--- config.mk ---
export PLATFORM = sky130hd
export DESIGN_NAME = h263_rfc2190_depacketizer_core
export DESIGN_NICKNAME = d
export VERILOG_FILES = /design/src/hw/rtl/h263dp_pkg.sv /design/src/hw/rtl/h263dp_front.sv /design/src/hw/rtl/h263dp_queue.sv /design/src/hw/rtl/h263dp_back.sv /design/src/hw/rtl/h263_rfc2190_depacketizer_core.sv
export VERILOG_INCLUDE_DIRS = /design/src /design/src/hw/rtl
export SDC_FILE = /design/constraint.sdc
export NUM_CORES = 1
export LEC_CHECK = 0
export BUFFER_PORTS_ARGS = -buffer_cell sky130_fd_sc_hd__buf_2
export CAP_MARGIN = 40
export CORE_MARGIN = 4
export CORE_UTILIZATION = 37
export DETAILED_ROUTE_END_ITERATION = 7
export SLEW_MARGIN = 25
export SYNTH_ARGS = -nofsm -noshare
export SYNTH_HDL_FRONTEND = slang
export SYNTH_SLANG_ARGS = --single-unit
--- constraint.sdc ---
create_clock -name clk -period 6.4 [get_ports clk]
set_input_delay 0.32 -clock clk [delete_from_list [all_inputs] [get_ports clk]]
set_output_delay 0.32 -clock clk [all_outputs]
set_load 0.05 [all_outputs]
--- src/hw/rtl/h263_rfc2190_depacketizer_core_macros.svh ---
// Assertion macros shared by the depacketizer RTL.
// Every macro expects a clock named clk and a synchronous reset named rst in scope.
`ifndef H263_RFC2190_DEPACKETIZER_CORE_MACROS_SVH
`define H263_RFC2190_DEPACKETIZER_CORE_MACROS_SVH

// A property that must hold at every clock edge outside reset.
`define H263_ASSERT(lbl, prop, msg) \
  lbl: assert property (@(posedge clk) disable iff (rst) (prop)) else $error(msg);

// A condition that must never be seen outside reset.
`define H263_ASSERT_NEVER(lbl, cond, msg) \
  lbl: assert property (@(posedge clk) disable iff (rst) !(cond)) else $error(msg);

`endif

--- src/hw/rtl/h263dp_pkg.sv ---
package h263dp_pkg;

  localparam logic [2:0] ST_OK       = 3'd0;
  localparam logic [2:0] ST_SHORT    = 3'd1;
  localparam logic [2:0] ST_ALIGN    = 3'd2;
  localparam logic [2:0] ST_NOPRIOR  = 3'd3;
  localparam logic [2:0] ST_OVERFLOW = 3'd4;

  localparam logic [3:0] HDR_LEN_A = 4'd4;
  localparam logic [3:0] HDR_LEN_B = 4'd8;
  localparam logic [3:0] HDR_LEN_C = 4'd12;

  localparam logic [15:0] MAX_FRAME_RESET = 16'hffff;

  // One output word.
  typedef struct packed {
    logic [7:0] data;
    logic       last;
    logic [2:0] status;
  } word_t;

  // Work handed from the front end to the back end for one input byte.
  // A second word, when present, is always the frame's final byte with status OK.
  typedef struct packed {
    word_t      first;
    logic       second_valid;
    logic [7:0] second_data;
  } cmd_t;

  // Mask covering the low n bits of a byte.
  function automatic logic [7:0] low_mask(input logic [2:0] n);
    low_mask = 8'hff >> (4'd8 - {1'b0, n});
  endfunction

endpackage

--- src/hw/rtl/h263dp_front.sv ---
module h263dp_front (
  input  logic                clk,
  input  logic                rst,
  input  logic                accept,
  input  logic [7:0]          in_byte,
  input  logic                frag_first,
  input  logic                frag_last,
  input  logic                frame_last,
  input  logic [15:0]         max_frame_bytes,
  output h263dp_pkg::cmd_t    cmd,
  output logic                cmd_valid
);
  import h263dp_pkg::*;

  logic [7:0]  held_byte;
  logic        held_valid;
  logic [2:0]  prev_end_bits;
  logic [2:0]  cur_start_bits;
  logic [2:0]  cur_end_bits;
  logic [3:0]  header_length;
  logic [15:0] byte_in_fragment;
  logic [15:0] bytes_emitted;
  logic        discarding;

  logic [15:0] pos;
  logic [15:0] pos_inc;
  logic [15:0] hdr_len_ext;
  logic        at_head;
  logic        ends;
  logic [2:0]  start_bits;
  logic [2:0]  end_bits;
  logic [3:0]  hdr_len;
  logic [2:0]  align_sum;
  logic [2:0]  err;
  logic        emit_old;
  logic [7:0]  held_byte_next;
  logic        held_valid_next;
  logic [15:0] bytes_emitted_next;

  always_comb begin
    pos         = frag_first ? 16'd0 : byte_in_fragment;
    pos_inc     = (pos != 16'hffff) ? pos + 16'd1 : pos;
    at_head     = (pos == 16'd0);
    ends        = frag_last | frame_last;
    start_bits  = at_head ? in_byte[5:3] : cur_start_bits;
    end_bits    = at_head ? in_byte[2:0] : cur_end_bits;
    if (!at_head) begin
      hdr_len = header_length;
    end else if (!in_byte[7]) begin
      hdr_len = HDR_LEN_A;
    end else if (!in_byte[6]) begin
      hdr_len = HDR_LEN_B;
    end else begin
      hdr_len = HDR_LEN_C;
    end
    hdr_len_ext = {12'd0, hdr_len};
    align_sum   = start_bits + prev_end_bits;

    err                = ST_OK;
    emit_old           = 1'b0;
    held_byte_next     = held_byte;
    held_valid_next    = held_valid;
    bytes_emitted_next = bytes_emitted;

    // The alignment check falls on the last byte of the shortest header.
    if (pos == 16'd3 && align_sum != 3'd0) begin
      err = ST_ALIGN;
    end

    if (err == ST_OK && pos >= hdr_len_ext) begin
      if (pos == hdr_len_ext && start_bits != 3'd0) begin
        // Leading partial byte merges into the tail of the previous fragment.
        if (!held_valid) begin
          err = ST_NOPRIOR;
        end else begin
          held_byte_next = held_byte | (in_byte & low_mask(start_bits));
        end
      end else if (bytes_emitted >= max_frame_bytes) begin
        err = ST_OVERFLOW;
      end else begin
        emit_old           = held_valid;
        held_byte_next     = in_byte;
        held_valid_next    = 1'b1;
        bytes_emitted_next = bytes_emitted + 16'd1;
      end
    end

    if (err == ST_OK && ends && pos < hdr_len_ext) begin
      err = ST_SHORT;
    end

    cmd.first.data    = 8'd0;
    cmd.first.last    = 1'b0;
    cmd.first.status  = ST_OK;
    cmd.second_valid  = 1'b0;
    cmd.second_data   = held_byte_next;
    cmd_valid         = 1'b0;
    if (discarding) begin
      cmd_valid = 1'b0;
    end else if (err != ST_OK) begin
      cmd.first.last   = 1'b1;
      cmd.first.status = err;
      cmd_valid        = 1'b1;
    end else if (emit_old) begin
      cmd.first.data   = held_byte;
      cmd.second_valid = frame_last;
      cmd_valid        = 1'b1;
    end else if (frame_last && held_valid_next) begin
      cmd.first.data = held_byte_next;
      cmd.first.last = 1'b1;
      cmd_valid      = 1'b1;
    end
  end

  always_ff @(posedge clk) begin
    // Every frame end clears the frame state, whatever else happened.
    if (rst || (accept && frame_last)) begin
      held_byte        <= 8'd0;
      held_valid       <= 1'b0;
      prev_end_bits    <= 3'd0;
      cur_start_bits   <= 3'd0;
      cur_end_bits     <= 3'd0;
      header_length    <= HDR_LEN_A;
      byte_in_fragment <= 16'd0;
      bytes_emitted    <= 16'd0;
      discarding       <= 1'b0;
    end else if (accept && !discarding) begin
      cur_start_bits <= start_bits;
      cur_end_bits   <= end_bits;
      header_length  <= hdr_len;
      if (err != ST_OK) begin
        held_byte  <= 8'd0;
        held_valid <= 1'b0;
        discarding <= 1'b1;
      end else begin
        held_byte     <= held_byte_next;
        held_valid    <= held_valid_next;
        bytes_emitted <= bytes_emitted_next;
        if (ends) begin
          prev_end_bits    <= end_bits;
          byte_in_fragment <= 16'd0;
        end else begin
          byte_in_fragment <= pos_inc;
        end
      end
    end
  end

endmodule

--- src/hw/rtl/h263dp_queue.sv ---
module h263dp_queue #(
  parameter int WIDTH = 22,
  parameter int DEPTH = 4
) (
  input  logic             clk,
  input  logic             rst,
  input  logic             push,
  input  logic [WIDTH-1:0] push_data,
  output logic             full,
  input  logic             pop,
  output logic             pop_valid,
  output logic [WIDTH-1:0] pop_data
);

  localparam int AW = (DEPTH > 1) ? $clog2(DEPTH) : 1;
  localparam int CW = $clog2(DEPTH + 1);

  logic [WIDTH-1:0] entries [DEPTH];
  logic [AW-1:0]    wr_ptr;
  logic [AW-1:0]    rd_ptr;
  logic [CW-1:0]    count;
  logic             do_push;
  logic             do_pop;

  assign full      = (count == CW'(DEPTH));
  assign pop_valid = (count != '0);
  assign pop_data  = entries[rd_ptr];
  assign do_push   = push && !full;
  assign do_pop    = pop && pop_valid;

  always_ff @(posedge clk) begin
    if (do_push) begin
      entries[wr_ptr] <= push_data;
    end
  end

  always_ff @(posedge clk) begin
    if (rst) begin
      wr_ptr <= '0;
      rd_ptr <= '0;
      count  <= '0;
    end else begin
      if (do_push) begin
        wr_ptr <= (wr_ptr == AW'(DEPTH - 1)) ? '0 : wr_ptr + 1'b1;
      end
      if (do_pop) begin
        rd_ptr <= (rd_ptr == AW'(DEPTH - 1)) ? '0 : rd_ptr + 1'b1;
      end
      if (do_push && !do_pop) begin
        count <= count + 1'b1;
      end else if (do_pop && !do_push) begin
        count <= count - 1'b1;
      end
    end
  end

endmodule

--- src/hw/rtl/h263dp_back.sv ---
module h263dp_back (
  input  logic              clk,
  input  logic              rst,
  input  logic              q_valid,
  input  h263dp_pkg::cmd_t  q_data,
  output logic              q_pop,
  output logic              m_tvalid,
  input  logic              m_tready,
  output logic [7:0]        m_tdata,
  output logic              m_tlast,
  output logic [2:0]        m_tuser
);
  import h263dp_pkg::*;

  word_t      out_word;
  logic       out_valid;
  logic       pend_valid;
  logic [7:0] pend_data;
  logic       load;

  // The output register can take a new word when empty or being drained.
  assign load  = !out_valid || m_tready;
  assign q_pop = load && !pend_valid && q_valid;

  always_ff @(posedge clk) begin
    if (rst) begin
      out_valid  <= 1'b0;
      pend_valid <= 1'b0;
    end else if (load) begin
      if (pend_valid) begin
        out_valid  <= 1'b1;
        pend_valid <= 1'b0;
      end else if (q_valid) begin
        out_valid  <= 1'b1;
        pend_valid <= q_data.second_valid;
      end else begin
        out_valid <= 1'b0;
      end
    end
  end

  always_ff @(posedge clk) begin
    if (load) begin
      if (pend_valid) begin
        out_word.data   <= pend_data;
        out_word.last   <= 1'b1;
        out_word.status <= ST_OK;
      end else if (q_valid) begin
        out_word  <= q_data.first;
        pend_data <= q_data.second_data;
      end
    end
  end

  assign m_tvalid = out_valid;
  assign m_tdata  = out_word.data;
  assign m_tlast  = out_word.last;
  assign m_tuser  = out_word.status;

endmodule

--- src/hw/rtl/h263_rfc2190_depacketizer_core.sv ---
// RFC 2190 H.263 payload depacketizer.
// The s_ channel takes raw fragment bytes, header included, one word per cycle while ready:
// tuser[0] marks a fragment's first byte, tuser[1] its last, tlast the frame's last byte.
// The m_ channel returns the reassembled bitstream; tuser carries a status code and
// tlast marks the frame's final word. An error gives one word with data 0, tlast set
// and a nonzero status, after which the rest of the frame is dropped.
// The cfg channel writes max_frame_bytes and is always ready; write it only while idle.
// Throughput: one input byte per cycle while s_tready is high. The front end classifies each
// byte combinationally; the back end drives one output word per cycle from a short command
// queue while m_tready is high. A frame end that releases two words queues one command for both.
// A word caused by an accepted byte is written into the queue, then loaded into the back end's
// output register and presented on m_. Payload bytes themselves leave one byte late, since
// each byte is held until the next one shows it is not merged with a partial byte.
// When m_tready is low, words pile up in the QUEUE_DEPTH-entry queue and s_tready drops
// once it is full. Reset empties the queue, clears the frame state and sets
// max_frame_bytes to 65535.
`include "h263_rfc2190_depacketizer_core_macros.svh"

module h263_rfc2190_depacketizer_core #(
  parameter int QUEUE_DEPTH = 4
) (
  input  logic        clk,
  input  logic        rst,
  input  logic        s_tvalid,
  output logic        s_tready,
  input  logic [7:0]  s_tdata,   // [7:0] in_byte
  input  logic [1:0]  s_tuser,   // [0] frag_first, [1] frag_last
  input  logic        s_tlast,
  output logic        m_tvalid,
  input  logic        m_tready,
  output logic [7:0]  m_tdata,   // [7:0] out_byte
  output logic [2:0]  m_tuser,   // [2:0] status
  output logic        m_tlast,
  input  logic        cfg_valid,
  output logic        cfg_ready,
  input  logic [15:0] cfg_data
);
  import h263dp_pkg::*;

  logic [15:0] max_frame_bytes;
  logic        accept;
  logic        q_full;
  logic        q_pop;
  logic        q_valid;
  cmd_t        cmd;
  logic        cmd_valid;
  cmd_t        q_data;

  assign cfg_ready = 1'b1;
  assign s_tready  = !q_full;
  assign accept    = s_tvalid && s_tready;

  always_ff @(posedge clk) begin
    if (rst) begin
      max_frame_bytes <= MAX_FRAME_RESET;
    end else if (cfg_valid && cfg_ready) begin
      max_frame_bytes <= cfg_data;
    end
  end

  h263dp_front u_front (
    .clk             (clk),
    .rst             (rst),
    .accept          (accept),
    .in_byte         (s_tdata),
    .frag_first      (s_tuser[0]),
    .frag_last       (s_tuser[1]),
    .frame_last      (s_tlast),
    .max_frame_bytes (max_frame_bytes),
    .cmd             (cmd),
    .cmd_valid       (cmd_valid)
  );

  h263dp_queue #(
    .WIDTH ($bits(cmd_t)),
    .DEPTH (QUEUE_DEPTH)
  ) u_queue (
    .clk       (clk),
    .rst       (rst),
    .push      (accept && cmd_valid),
    .push_data (cmd),
    .full      (q_full),
    .pop       (q_pop),
    .pop_valid (q_valid),
    .pop_data  (q_data)
  );

  h263dp_back u_back (
    .clk      (clk),
    .rst      (rst),
    .q_valid  (q_valid),
    .q_data   (q_data),
    .q_pop    (q_pop),
    .m_tvalid (m_tvalid),
    .m_tready (m_tready),
    .m_tdata  (m_tdata),
    .m_tlast  (m_tlast),
    .m_tuser  (m_tuser)
  );

  // An error word always closes what the frame delivers.
  `H263_ASSERT(a_error_is_last, m_tvalid && m_tuser != ST_OK |-> m_tlast, "error word without tlast")
  // Status codes beyond overflow are never produced.
  `H263_ASSERT_NEVER(a_status_range, m_tvalid && m_tuser > ST_OVERFLOW, "undefined status code")
  // A byte that causes output leaves work in the queue for the back end.
  `H263_ASSERT(a_push_lands, accept && cmd_valid |=> q_valid, "queued word lost")

endmodule
==> results of run 1 <==
-- synth_stat cells, types with 22 or more instances --
cell type | number | area (sq um)
edfxtp_1 | 104 | 3120
dfxtp_1 | 82 | 1640
nand2_1 | 80 | 300
nor2_1 | 52 | 195
a21oi_1 | 44 | 220
clkbuf_1 | 35 | 131
ha_1 | 34 | 425
inv_1 | 33 | 124
nand3_1 | 25 | 125
mux2i_1 | 23 | 230
nand2b_1 | 23 | 144
nor3_1 | 22 | 110
-- power by group --
part | leakage (nW) | switching [W] | total (W) | internal (W)
Clock | 0.297 | 0.000533 | 0.00107 | 0.000534
Sequential | 1.61 | 0.0000779 | 0.00152 | 0.00145
Combinational | 1.80 | 0.000496 | 0.000784 | 0.000288
-- layer usage --
layer / vias to the layer above / part of all wire [%] / track usage [%]
met5: - / 0 / 0
met4: 0 / 1.1 / 4.12
met3: 17 / 3.7 / 2.86
met2: 136 / 49 / 25.3
met1: 3223 / 46 / 20.1
li1: 3204 / - / -
-- flip-flops by register name, indices dropped and copies added, names as in the netlist, named ones only --
register	count
max_frame_bytes	16
u_back.m_tdata	8
u_back.m_tlast	1
u_back.m_tuser	3
u_back.m_tvalid	1
u_back.pend_data	8
u_back.pend_valid	1
u_front.byte_in_fragment	16
u_front.bytes_emitted	16
u_front.cur_end_bits	3
u_front.cur_start_bits	3
u_front.discarding	1
u_front.header_length	4
u_front.held_byte	8
u_front.held_valid	1
u_front.prev_end_bits	3
u_queue.count	3
u_queue.entries	84
u_queue.rd_ptr	2
u_queue.wr_ptr	2
-- how the worst max path moves through the flow --
stage	endpoint	startpoint	slack (ps)
after floorplan	u_queue.count[2]$_SDFFE_PP0P_	s_tuser[0]	1580
after global placement	u_queue.count[2]$_SDFFE_PP0P_	s_tuser[0]	1090
after CTS	u_queue.count[2]$_SDFFE_PP0P_	u_front.byte_in_fragment[0]$_SDFFE_PP0P_	1140
final	u_queue.count[2]$_SDFFE_PP0P_	u_front.byte_in_fragment[0]$_SDFFE_PP0P_	1150
after global routing	u_queue.count[2]$_SDFFE_PP0P_	u_front.byte_in_fragment[0]$_SDFFE_PP0P_	700
after detailed placement	u_queue.count[2]$_SDFFE_PP0P_	s_tuser[0]	940
-- cell families (layout without fill, tap and decap cells) --
group,Yosys count,count (layout)
and+or+nand+nor,298,298
DFF,186,186
AOI/OAI and AO/OA,168,168
buffers and inverters,83,129
muxes,54,54
adders and majority gates,36,36
xor gates and xnor gates,3,3
other,1,1
-- stage by stage --
step	instance area, sq um	worst slack (ps)	hold WS [ps]
2_1_floorplan	9210	1580	436
3_3_place_gp	9740	1090	452
3_5_place_dp	9760	937	460
4_1_cts	10400	1140	79.4
5_1_grt	10400	704	80.1
6_report	10400	1150	96.5
-- layout make-up --
| cell class | instances | area (sq um) | share of cell area (%) |
|---|---|---|---|
| Clock inverter | 15 | 186 | 1.79 |
| Multi-Input combinational cell | 560 | 4110 | 39.6 |
| Clock buffer | 17 | 425 | 4.10 |
| Inverter | 34 | 128 | 1.23 |
| Timing Repair Buffer | 63 | 364 | 3.51 |
| Sequential cell | 186 | 4770 | 45.9 |
| Tap cell | 324 | 405 | 3.90 |
-- critical path, stage by stage (launching register included) --
cell,delay (ps)
dfxtp_1,340
nor2b_1,150
inv_1,90
ha_1,190
nor3b_1,390
a41o_1,550
nand2_1,100
and2_1,170
inv_1,80
ha_1,140
inv_1,50
fa_1,360
xor2_1,240
nor2_1,120
a211oi_4,470
a2111oi_4,70
a31oi_2,370
ha_1,260
inv_1,60
fa_1,370
xor2_1,170
or3_1,310
a21oi_1,140
==> impl_metrics.json, run 1 <==
{
  "arrival_ps": 5620,
  "diodes": 0,
  "drv_cap": 0,
  "syn_nets": 897,
  "status": "completed",
  "grt_overflow": 0,
  "die_h_um": 166,
  "irDropWorstVdd_mv": 0.265,
  "die_x_um": 166,
  "numCtsBuffers": 17,
  "cellPowerDensity_nw_per_um2": 325,
  "synth_flop_cell": "edfxtp_1",
  "slew_viol_final": 0,
  "crit_type": "reg -> reg",
  "fin_nets": 930,
  "post-route-util_pct": 42.6,
  "htreeDepth": 4,
  "r2r_end": "u_queue.count[2]$_SDFFE_PP0P_",
  "grt_pass1_wl_um": 33800,
  "synth_edf_count": 104,
  "num_vias": 6580,
  "synthCells": 829,
  "cts_tree": "built",
  "period_needed_ps": 5250,
  "final_cell_mix": "edfxtp_1, dfxtp_1, nand2_1",
  "rr_worst_depth": 22,
  "synth_top_family_by_area": "simple AND/OR/NAND/NOR gates",
  "synth_area_sq_um": 9210,
  "instances_no_fill": 1199,
  "yosys.area_share.adder_pct": 5.05,
  "tightest_slew_ps": 872,
  "synth_area_per_cell_sq_um": 11.1,
  "fin_crit_sh_pct": 82.1,
  "dr.pass1.iters": 5,
  "holdPathStages": 3,
  "clk_pin_slew_ps": 80,
  "synth_warnings": 0,
  "fp.dieArea_sq_um": 27500,
  "io-pin-count": 47,
  "cts_setup_buffers": 0,
  "drc": 0,
  "slew-limit-headroom_pct": 41.4,
  "cts-root-buf": "clkbuf_16",
  "route.detailed.wl_per_inst_um": 17.3,
  "power.leakage_nw": 3.70,
  "dpl.cell_count": 1166,
  "hold_path_class": "in -> reg",
  "fin_tns_setup_ps": 0,
  "wirelength_um": 20800,
  "drt_iter0_drc": 492,
  "fillers": 2333,
  "ys_async_sr_fraction_pct": 0,
  "reg2reg_from": "u_front.byte_in_fragment[0]$_SDFFE_PP0P_",
  "rrSetupSlack_ps": 1150,
  "layout_commonest_cell": "edfxtp_1",
  "first_global_vias": 6335,
  "fmax_ghz": 0.190,
  "ys_seq_elements": 186,
  "cts.sinks": 186,
  "hold_violations": 0,
  "synth_cell_types": 70,
  "synth_xor_area_share_pct": 0.285,
  "drive_gt1_share_pct": 16.3,
  "rsz0062_at_grt": "no",
  "synth-compound-area-share_pct": 13.6,
  "avgViaCountPerCell": 5.49,
  "synthSimpleGateAreaFrac_pct": 16.8,
  "hp-start": "cfg_data[0]",
  "fin_skew_ps": 15.5,
  "cts_resized": 0,
  "setup_violations": 0,
  "dp_hpwl_um": 14100,
  "required_ps": 6770,
  "yosysSeqAreaShare_pct": 51.7,
  "insertion_delay_ps": 440,
  "globalRouteTotalUtil_pct": 15.1,
  "ant_nets": 0,
  "coreArea_sq_um": 24400,
  "area_delta_synth_final_pct": 12.8,
  "endpoint_kind": "register",
  "hold_buffers": 0,
  "core.rowCount": 57,
  "place_congestion": 0.789,
  "hold_end": "max_frame_bytes[0]$_SDFFE_PP1P_",
  "start_util_pct": 37.8,
  "antenna_found_initial": 0,
  "grt_max_degree": 44,
  "port_buffers": 45,
  "clockBufferDepth": 2,
  "p_total_w": 0.00337,
  "critPathMaxFanout": 9,
  "synthMuxAreaShare_pct": 8.86,
  "start_kind": "register"
}
No activity file was read; power rests on OpenSTA's default activity.
==> run 2, diff against run 1 <==
==> constraint.sdc (replaced) <==
create_clock -name clk -period 5.17 [get_ports clk]
set_input_delay 0.2585 -clock clk [delete_from_list [all_inputs] [get_ports clk]]
set_output_delay 0.2585 -clock clk [all_outputs]
set_load 0.05 [all_outputs]
==> run 2 against run 1 <==
- sequential power grew 23%
- combinational power grew 28%
- global-route usage grew 0.19 points
- clock-buffer cell count is the same
- worst hold slack lost 64 ps
- cell count grew 0.67%
- power grew 24%
- clock power grew 22%
- first-iteration DRC count grew 1.2%
- register-to-register slack lost 750 ps
- largest power group unchanged
- critical path depth is the same
==> impl_metrics.json, run 2 (synthesis results as in run 1) <==
{
  "status": "completed",
  "drt_iter0_drc": 498,
  "die_h_um": 166,
  "hold_violations": 0,
  "drc": 0,
  "drive_gt1_share_pct": 17.1,
  "cp_top_family": "adder cells",
  "path_cells": "nor2b_1 > inv_1 > ha_1 > nor3b_2 > a41o_1 > nand2_1 > and2_1 > inv_1 > ha_1 > inv_1 > fa_1 > nand2b_1 > nor2_1 > a211oi_4 > a2111oi_4 > a31oi_2 > ha_1 > inv_1 > fa_1 > xor2_1 > or3_1 > a21oi_1",
  "fin_nets": 938,
  "die_x_um": 166,
  "cts_tree": "built",
  "grt_pass1_wl_um": 34500,
  "cpPeakStageDelay_ps": 490,
  "fin_tns_setup_ps": 0,
  "critPathMaxFanout": 9,
  "clk_pin_slew_ps": 80,
  "dr.pass1.iters": 6,
  "top_register": "u_queue.entries",
  "drv_cap": 0,
  "endpoint_kind": "register",
  "path_buf_inv": 4,
  "fin_crit_sh_pct": 92.2,
  "htreeDepth": 4,
  "cellPowerDensity_nw_per_um2": 400,
  "start_util_pct": 37.8,
  "tightest_slew_ps": 695,
  "dp_hpwl_um": 14100,
  "fin_skew_ps": 16.1,
  "first_global_vias": 6514,
  "largest_register_ffs": 84,
  "hold_path_class": "in -> reg",
  "cpMostUsedCell": "inv_1",
  "irDropWorstVdd_mv": 0.239,
  "hold_buffers": 0,
  "route.detailed.wl_per_inst_um": 17.2,
  "grt_max_degree": 45,
  "port_buffers": 45,
  "num_vias": 6596,
  "power.leakage_nw": 3.74,
  "arrival_ps": 5130,
  "period_needed_ps": 4770,
  "grt_overflow": 0,
  "rsz0062_at_grt": "no",
  "antenna_found_initial": 0,
  "layout_commonest_cell": "edfxtp_1",
  "slew_viol_final": 0,
  "avgViaCountPerCell": 5.46,
  "start_kind": "register",
  "cts.sinks": 186,
  "globalRouteTotalUtil_pct": 15.3,
  "core.rowCount": 57,
  "setup_violations": 0,
  "slew-limit-headroom_pct": 53.3,
  "place_congestion": 0.837,
  "numCtsBuffers": 17,
  "diodes": 0,
  "ant_nets": 0,
  "coreArea_sq_um": 24400,
  "wirelength_um": 20700,
  "insertion_delay_ps": 440,
  "p_total_w": 0.00418,
  "crit_type": "reg -> reg",
  "fp.dieArea_sq_um": 27500,
  "clockBufferDepth": 2,
  "cp_slowest_cell": "a211oi_4",
  "area_delta_synth_final_pct": 13.5,
  "instances_no_fill": 1207,
  "final_cell_mix": "edfxtp_1, dfxtp_1, nand2_1",
  "dpl.cell_count": 1174,
  "fmax_ghz": 0.210,
  "required_ps": 5540,
  "cts-root-buf": "clkbuf_16",
  "io-pin-count": 47
}
==> run 2: routing by layer <==
layer / vias to the layer above / routed length (um) / GRT usage, % / part of all wire (%)
li1: 3230 / - / - / -
met1: 3191 / 9390 / 20.2 / 45
met2: 147 / 10200 / 25.5 / 49
met3: 28 / 761 / 2.71 / 3.7
met4: 0 / 327 / 5.13 / 1.6
met5: - / 0 / 0 / 0
==> run 2: worst paths after layout <==
path / startpoint / end / slack, ps / cells after the start
worst max register to register: u_front.byte_in_fragment[0]$_SDFFE_PP0P_ / u_queue.count[2]$_SDFFE_PP0P_ / 400 / 22
worst max-delay path: u_front.byte_in_fragment[0]$_SDFFE_PP0P_ / u_queue.count[2]$_SDFFE_PP0P_ / 400 / 22
worst min-delay path: cfg_data[10] / max_frame_bytes[10]$_SDFFE_PP1P_ / 30 / 3
worst min register to register: u_front.cur_end_bits[1]$_SDFFE_PP0P_ / u_front.cur_end_bits[1]$_SDFFE_PP0P_ / 460 / 2
==> run 2: layout make-up <==
cell class	count	area, sq um
Clock buffer	17	425
Clock inverter	15	191
Fill cell	2322	13900
Inverter	34	128
Multi-Input combinational cell	560	4120
Sequential cell	186	4760
Tap cell	324	405
Timing Repair Buffer	71	417
==> run 2: per-stage QoR <==
stage	cell area, sq um	util (%)	hold WS (ps)	worst slack, ps
after floorplan	9210	-	385	409
after global placement	9810	40.2	453	475
after detailed placement	9820	40.3	460	281
after CTS	10400	42.8	24.4	256
after global routing	10400	42.8	35.4	4.81
final	10400	42.8	32.5	402
==> run 2: repair_timing <==
action | 4_1_cts | 5_1_grt
gates resized for setup | 0 | 1
endpoints found under the setup margin | 0 | 5
buffers inserted | 0 | 0
==> run 2: power breakdown <==
part | switching (W) | leakage (nW) | total [W] | internal (W)
combinational | 0.000641 | 1.84 | 0.00100 | 0.000361
sequential | 0.0000761 | 1.61 | 0.00187 | 0.00179
clock | 0.000655 | 0.298 | 0.00131 | 0.000659
==> run 2: worst min-delay path, stage by stage <==
cell	delay, ps
buf_2	70
nand2_1	40
o211ai_1	60
==> run 3, diff against run 2 <==
--- a/config.mk
+++ b/config.mk
@@ -8,10 +8,14 @@
 export LEC_CHECK = 0
 export BUFFER_PORTS_ARGS = -buffer_cell sky130_fd_sc_hd__buf_2
 export CAP_MARGIN = 40
+export CELL_PAD_IN_SITES_DETAIL_PLACEMENT = 1
+export CELL_PAD_IN_SITES_GLOBAL_PLACEMENT = 1
 export CORE_MARGIN = 4
 export CORE_UTILIZATION = 37
 export DETAILED_ROUTE_END_ITERATION = 7
-export SLEW_MARGIN = 25
+export HOLD_SLACK_MARGIN = 0.1
+export PLACE_DENSITY_LB_ADDON = 0.1
+export SLEW_MARGIN = 20
 export SYNTH_ARGS = -nofsm -noshare
 export SYNTH_HDL_FRONTEND = slang
 export SYNTH_SLANG_ARGS = --single-unit
==> run 3 against run 2 <==
- setup slack improved by 22 ps
- utilization rose by 1.0 points
- critical path type unchanged
- non-clock buffer count increased by 22
==> impl_metrics.json, run 3 (synthesis results as in run 1) <==
{
  "holdPathStages": 3,
  "critPathMaxFanout": 5,
  "arrival_ps": 5100,
  "wirelength_um": 24900,
  "die_x_um": 166,
  "required_ps": 5520,
  "fp.dieArea_sq_um": 27500,
  "route.detailed.wl_per_inst_um": 20.3,
  "port_buffers": 45,
  "seqPwrFrac_pct": 43.3,
  "period_needed_ps": 4750,
  "core.rowCount": 57,
  "grt_max_degree": 45,
  "num_vias": 6921,
  "status": "completed",
  "multi_input_area_sq_um": 4130,
  "power.leakage_nw": 3.85,
  "slew_viol_final": 0,
  "antenna_found_initial": 0,
  "die_h_um": 166,
  "start_kind": "register",
  "ant_nets": 0,
  "switchingPower_w": 0.00141,
  "clk_pin_slew_ps": 80,
  "pwr-share-clk_pct": 32.6,
  "dr.pass1.iters": 5,
  "hold_end": "u_front.cur_end_bits[0]$_SDFFE_PP0P_",
  "diodes": 0,
  "fin_area_sq_um": 10700,
  "reg2reg_from": "u_front.byte_in_fragment[0]$_SDFFE_PP0P_",
  "dpl_cell_area_sq_um": 9880,
  "dp_hpwl_um": 17200,
  "grt_overflow": 0,
  "layout_commonest_cell": "edfxtp_1",
  "final_cell_mix": "edfxtp_1, dfxtp_1, nand2_1",
  "fin_crit_sh_pct": 91.8,
  "r2r_end": "u_queue.count[2]$_SDFFE_PP0P_",
  "avgViaCountPerCell": 5.63,
  "drt_iter0_drc": 371,
  "insertion_delay_ps": 440,
  "drc": 0,
  "htreeDepth": 4,
  "cts-root-buf": "clkbuf_16",
  "fillers": 2700,
  "fin_tns_setup_ps": 0,
  "grt_pass1_wl_um": 40800,
  "cell_internal_pwr_w": 0.00291,
  "swShare_pct": 32.7,
  "numCtsBuffers": 17,
  "fmax_ghz": 0.211,
  "hp-start": "s_tdata[0]",
  "cellPowerDensity_nw_per_um2": 404,
  "cts_setup_buffers": 0,
  "area_delta_synth_final_pct": 16.1,
  "hold_path_class": "in -> reg",
  "fin_skew_ps": 25.7,
  "drive_gt1_share_pct": 17.8,
  "hold_violations": 0,
  "globalRouteTotalUtil_pct": 18.3,
  "first_global_vias": 7620,
  "rr_worst_depth": 22,
  "slew-limit-headroom_pct": 48.8,
  "top_register": "u_queue.entries",
  "seq_area_sq_um": 4760,
  "clockBufferDepth": 2,
  "start_util_pct": 37.8,
  "tightest_slew_ps": 766,
  "rsz0062_at_grt": "no",
  "io-pin-count": 47,
  "fin_nets": 960,
  "pwr-share-comb_pct": 24.1,
  "drv_cap": 0,
  "place_congestion": 0.875,
  "cts_tree": "built",
  "cts.sinks": 186,
  "coreArea_sq_um": 24400,
  "endpoint_kind": "register",
  "largest_register_ffs": 84,
  "setup_violations": 0,
  "crit_type": "reg -> reg",
  "irDropWorstVdd_mv": 0.196,
  "rrSetupSlack_ps": 420,
  "p_total_w": 0.00432
}
run 3: cell types whose count changed in the layout (fill, tap and decap cells not counted), sizes merged:
cell,before,now
dlygate4sd3,0,16
buf,70,77
clkinv,10,5
bufinv,0,2
inv,39,41
clkbuf,18,17
clkinvlp,0,1
run 3: layer usage:
layer | GRT usage, % | routed length, um | share of wire (%)
met2 | 33.3 | 13000 | 52
met5 | 0 | 0 | 0
met4 | 5.38 | 438 | 1.8
met3 | 3.17 | 643 | 2.6
met1 | 22.3 | 10800 | 44
run 3: final cells by class:
class	count	share of cell area, %
clock inverter	15	1.97
tap	324	3.79
inverter	34	1.19
sequential	186	44.6
clock buffer	17	3.98
timing repair buffer	93	5.85
multi-input combinational	560	38.7
run 3: timing repair:
| item | CTS | global route |
|---|---|---|
| gates resized for setup | 0 | 4 |
| hold buffers | 16 | 0 |
| endpoints found under the setup margin | 0 | 10 |
| endpoints found under the hold margin | 16 | 0 |
run 3: through the flow:
step | hold WS [ps] | worst slack [ps] | std cells | util [%]
after global routing | 132 | 108 | 1229 | 43.8
after floorplan | 385 | 409 | 829 | -
after CTS | 123 | 286 | 1229 | 43.8
after global placement | 458 | 510 | 1180 | 40.5
after detailed placement | 464 | 283 | 1181 | 40.5
final | 139 | 424 | 1229 | 43.8
run 3: power by group through the flow:
stage | registers, W | clock network (W) | logic (W)
detailed placement | 0.00191 | 0 | 0.00105
CTS | 0.00187 | 0.00145 | 0.00106
floorplan | 0.00206 | 0 | 0.000577
global route | 0.00189 | 0.00151 | 0.00114
finish | 0.00187 | 0.00141 | 0.00104
global placement | 0.00190 | 0 | 0.00101
run 3: how the worst max path moves through the flow:
stage / start / to / slack, ps / depth (start not counted)
6_report: u_front.byte_in_fragment[0]$_SDFFE_PP0P_ / u_queue.count[2]$_SDFFE_PP0P_ / 420 / 22
5_1_grt: u_front.byte_in_fragment[0]$_SDFFE_PP0P_ / u_queue.count[2]$_SDFFE_PP0P_ / 110 / 23
4_1_cts: u_front.byte_in_fragment[0]$_SDFFE_PP0P_ / u_queue.count[2]$_SDFFE_PP0P_ / 290 / 22
3_5_place_dp: s_tuser[0] / u_queue.count[2]$_SDFFE_PP0P_ / 280 / 23
3_3_place_gp: s_tuser[0] / u_queue.count[2]$_SDFFE_PP0P_ / 510 / 23
2_1_floorplan: s_tuser[0] / u_queue.count[2]$_SDFFE_PP0P_ / 410 / 23
run 3: critical path: stages (launching register included):
cell and delay (ps):
dfxtp_1 340, nor2b_1 150, inv_1 90, ha_1 200, nor3b_2 300, a41o_1 410, nand2_1 110, and2_1 170
inv_1 80, ha_1 150, inv_1 50, fa_1 430, nand2b_1 180, nor2_1 120, a211oi_4 300, a2111oi_4 80
a31oi_2 210, ha_1 230, inv_1 60, fa_1 370, xor2_1 180, or3_1 310, a21oi_1 140
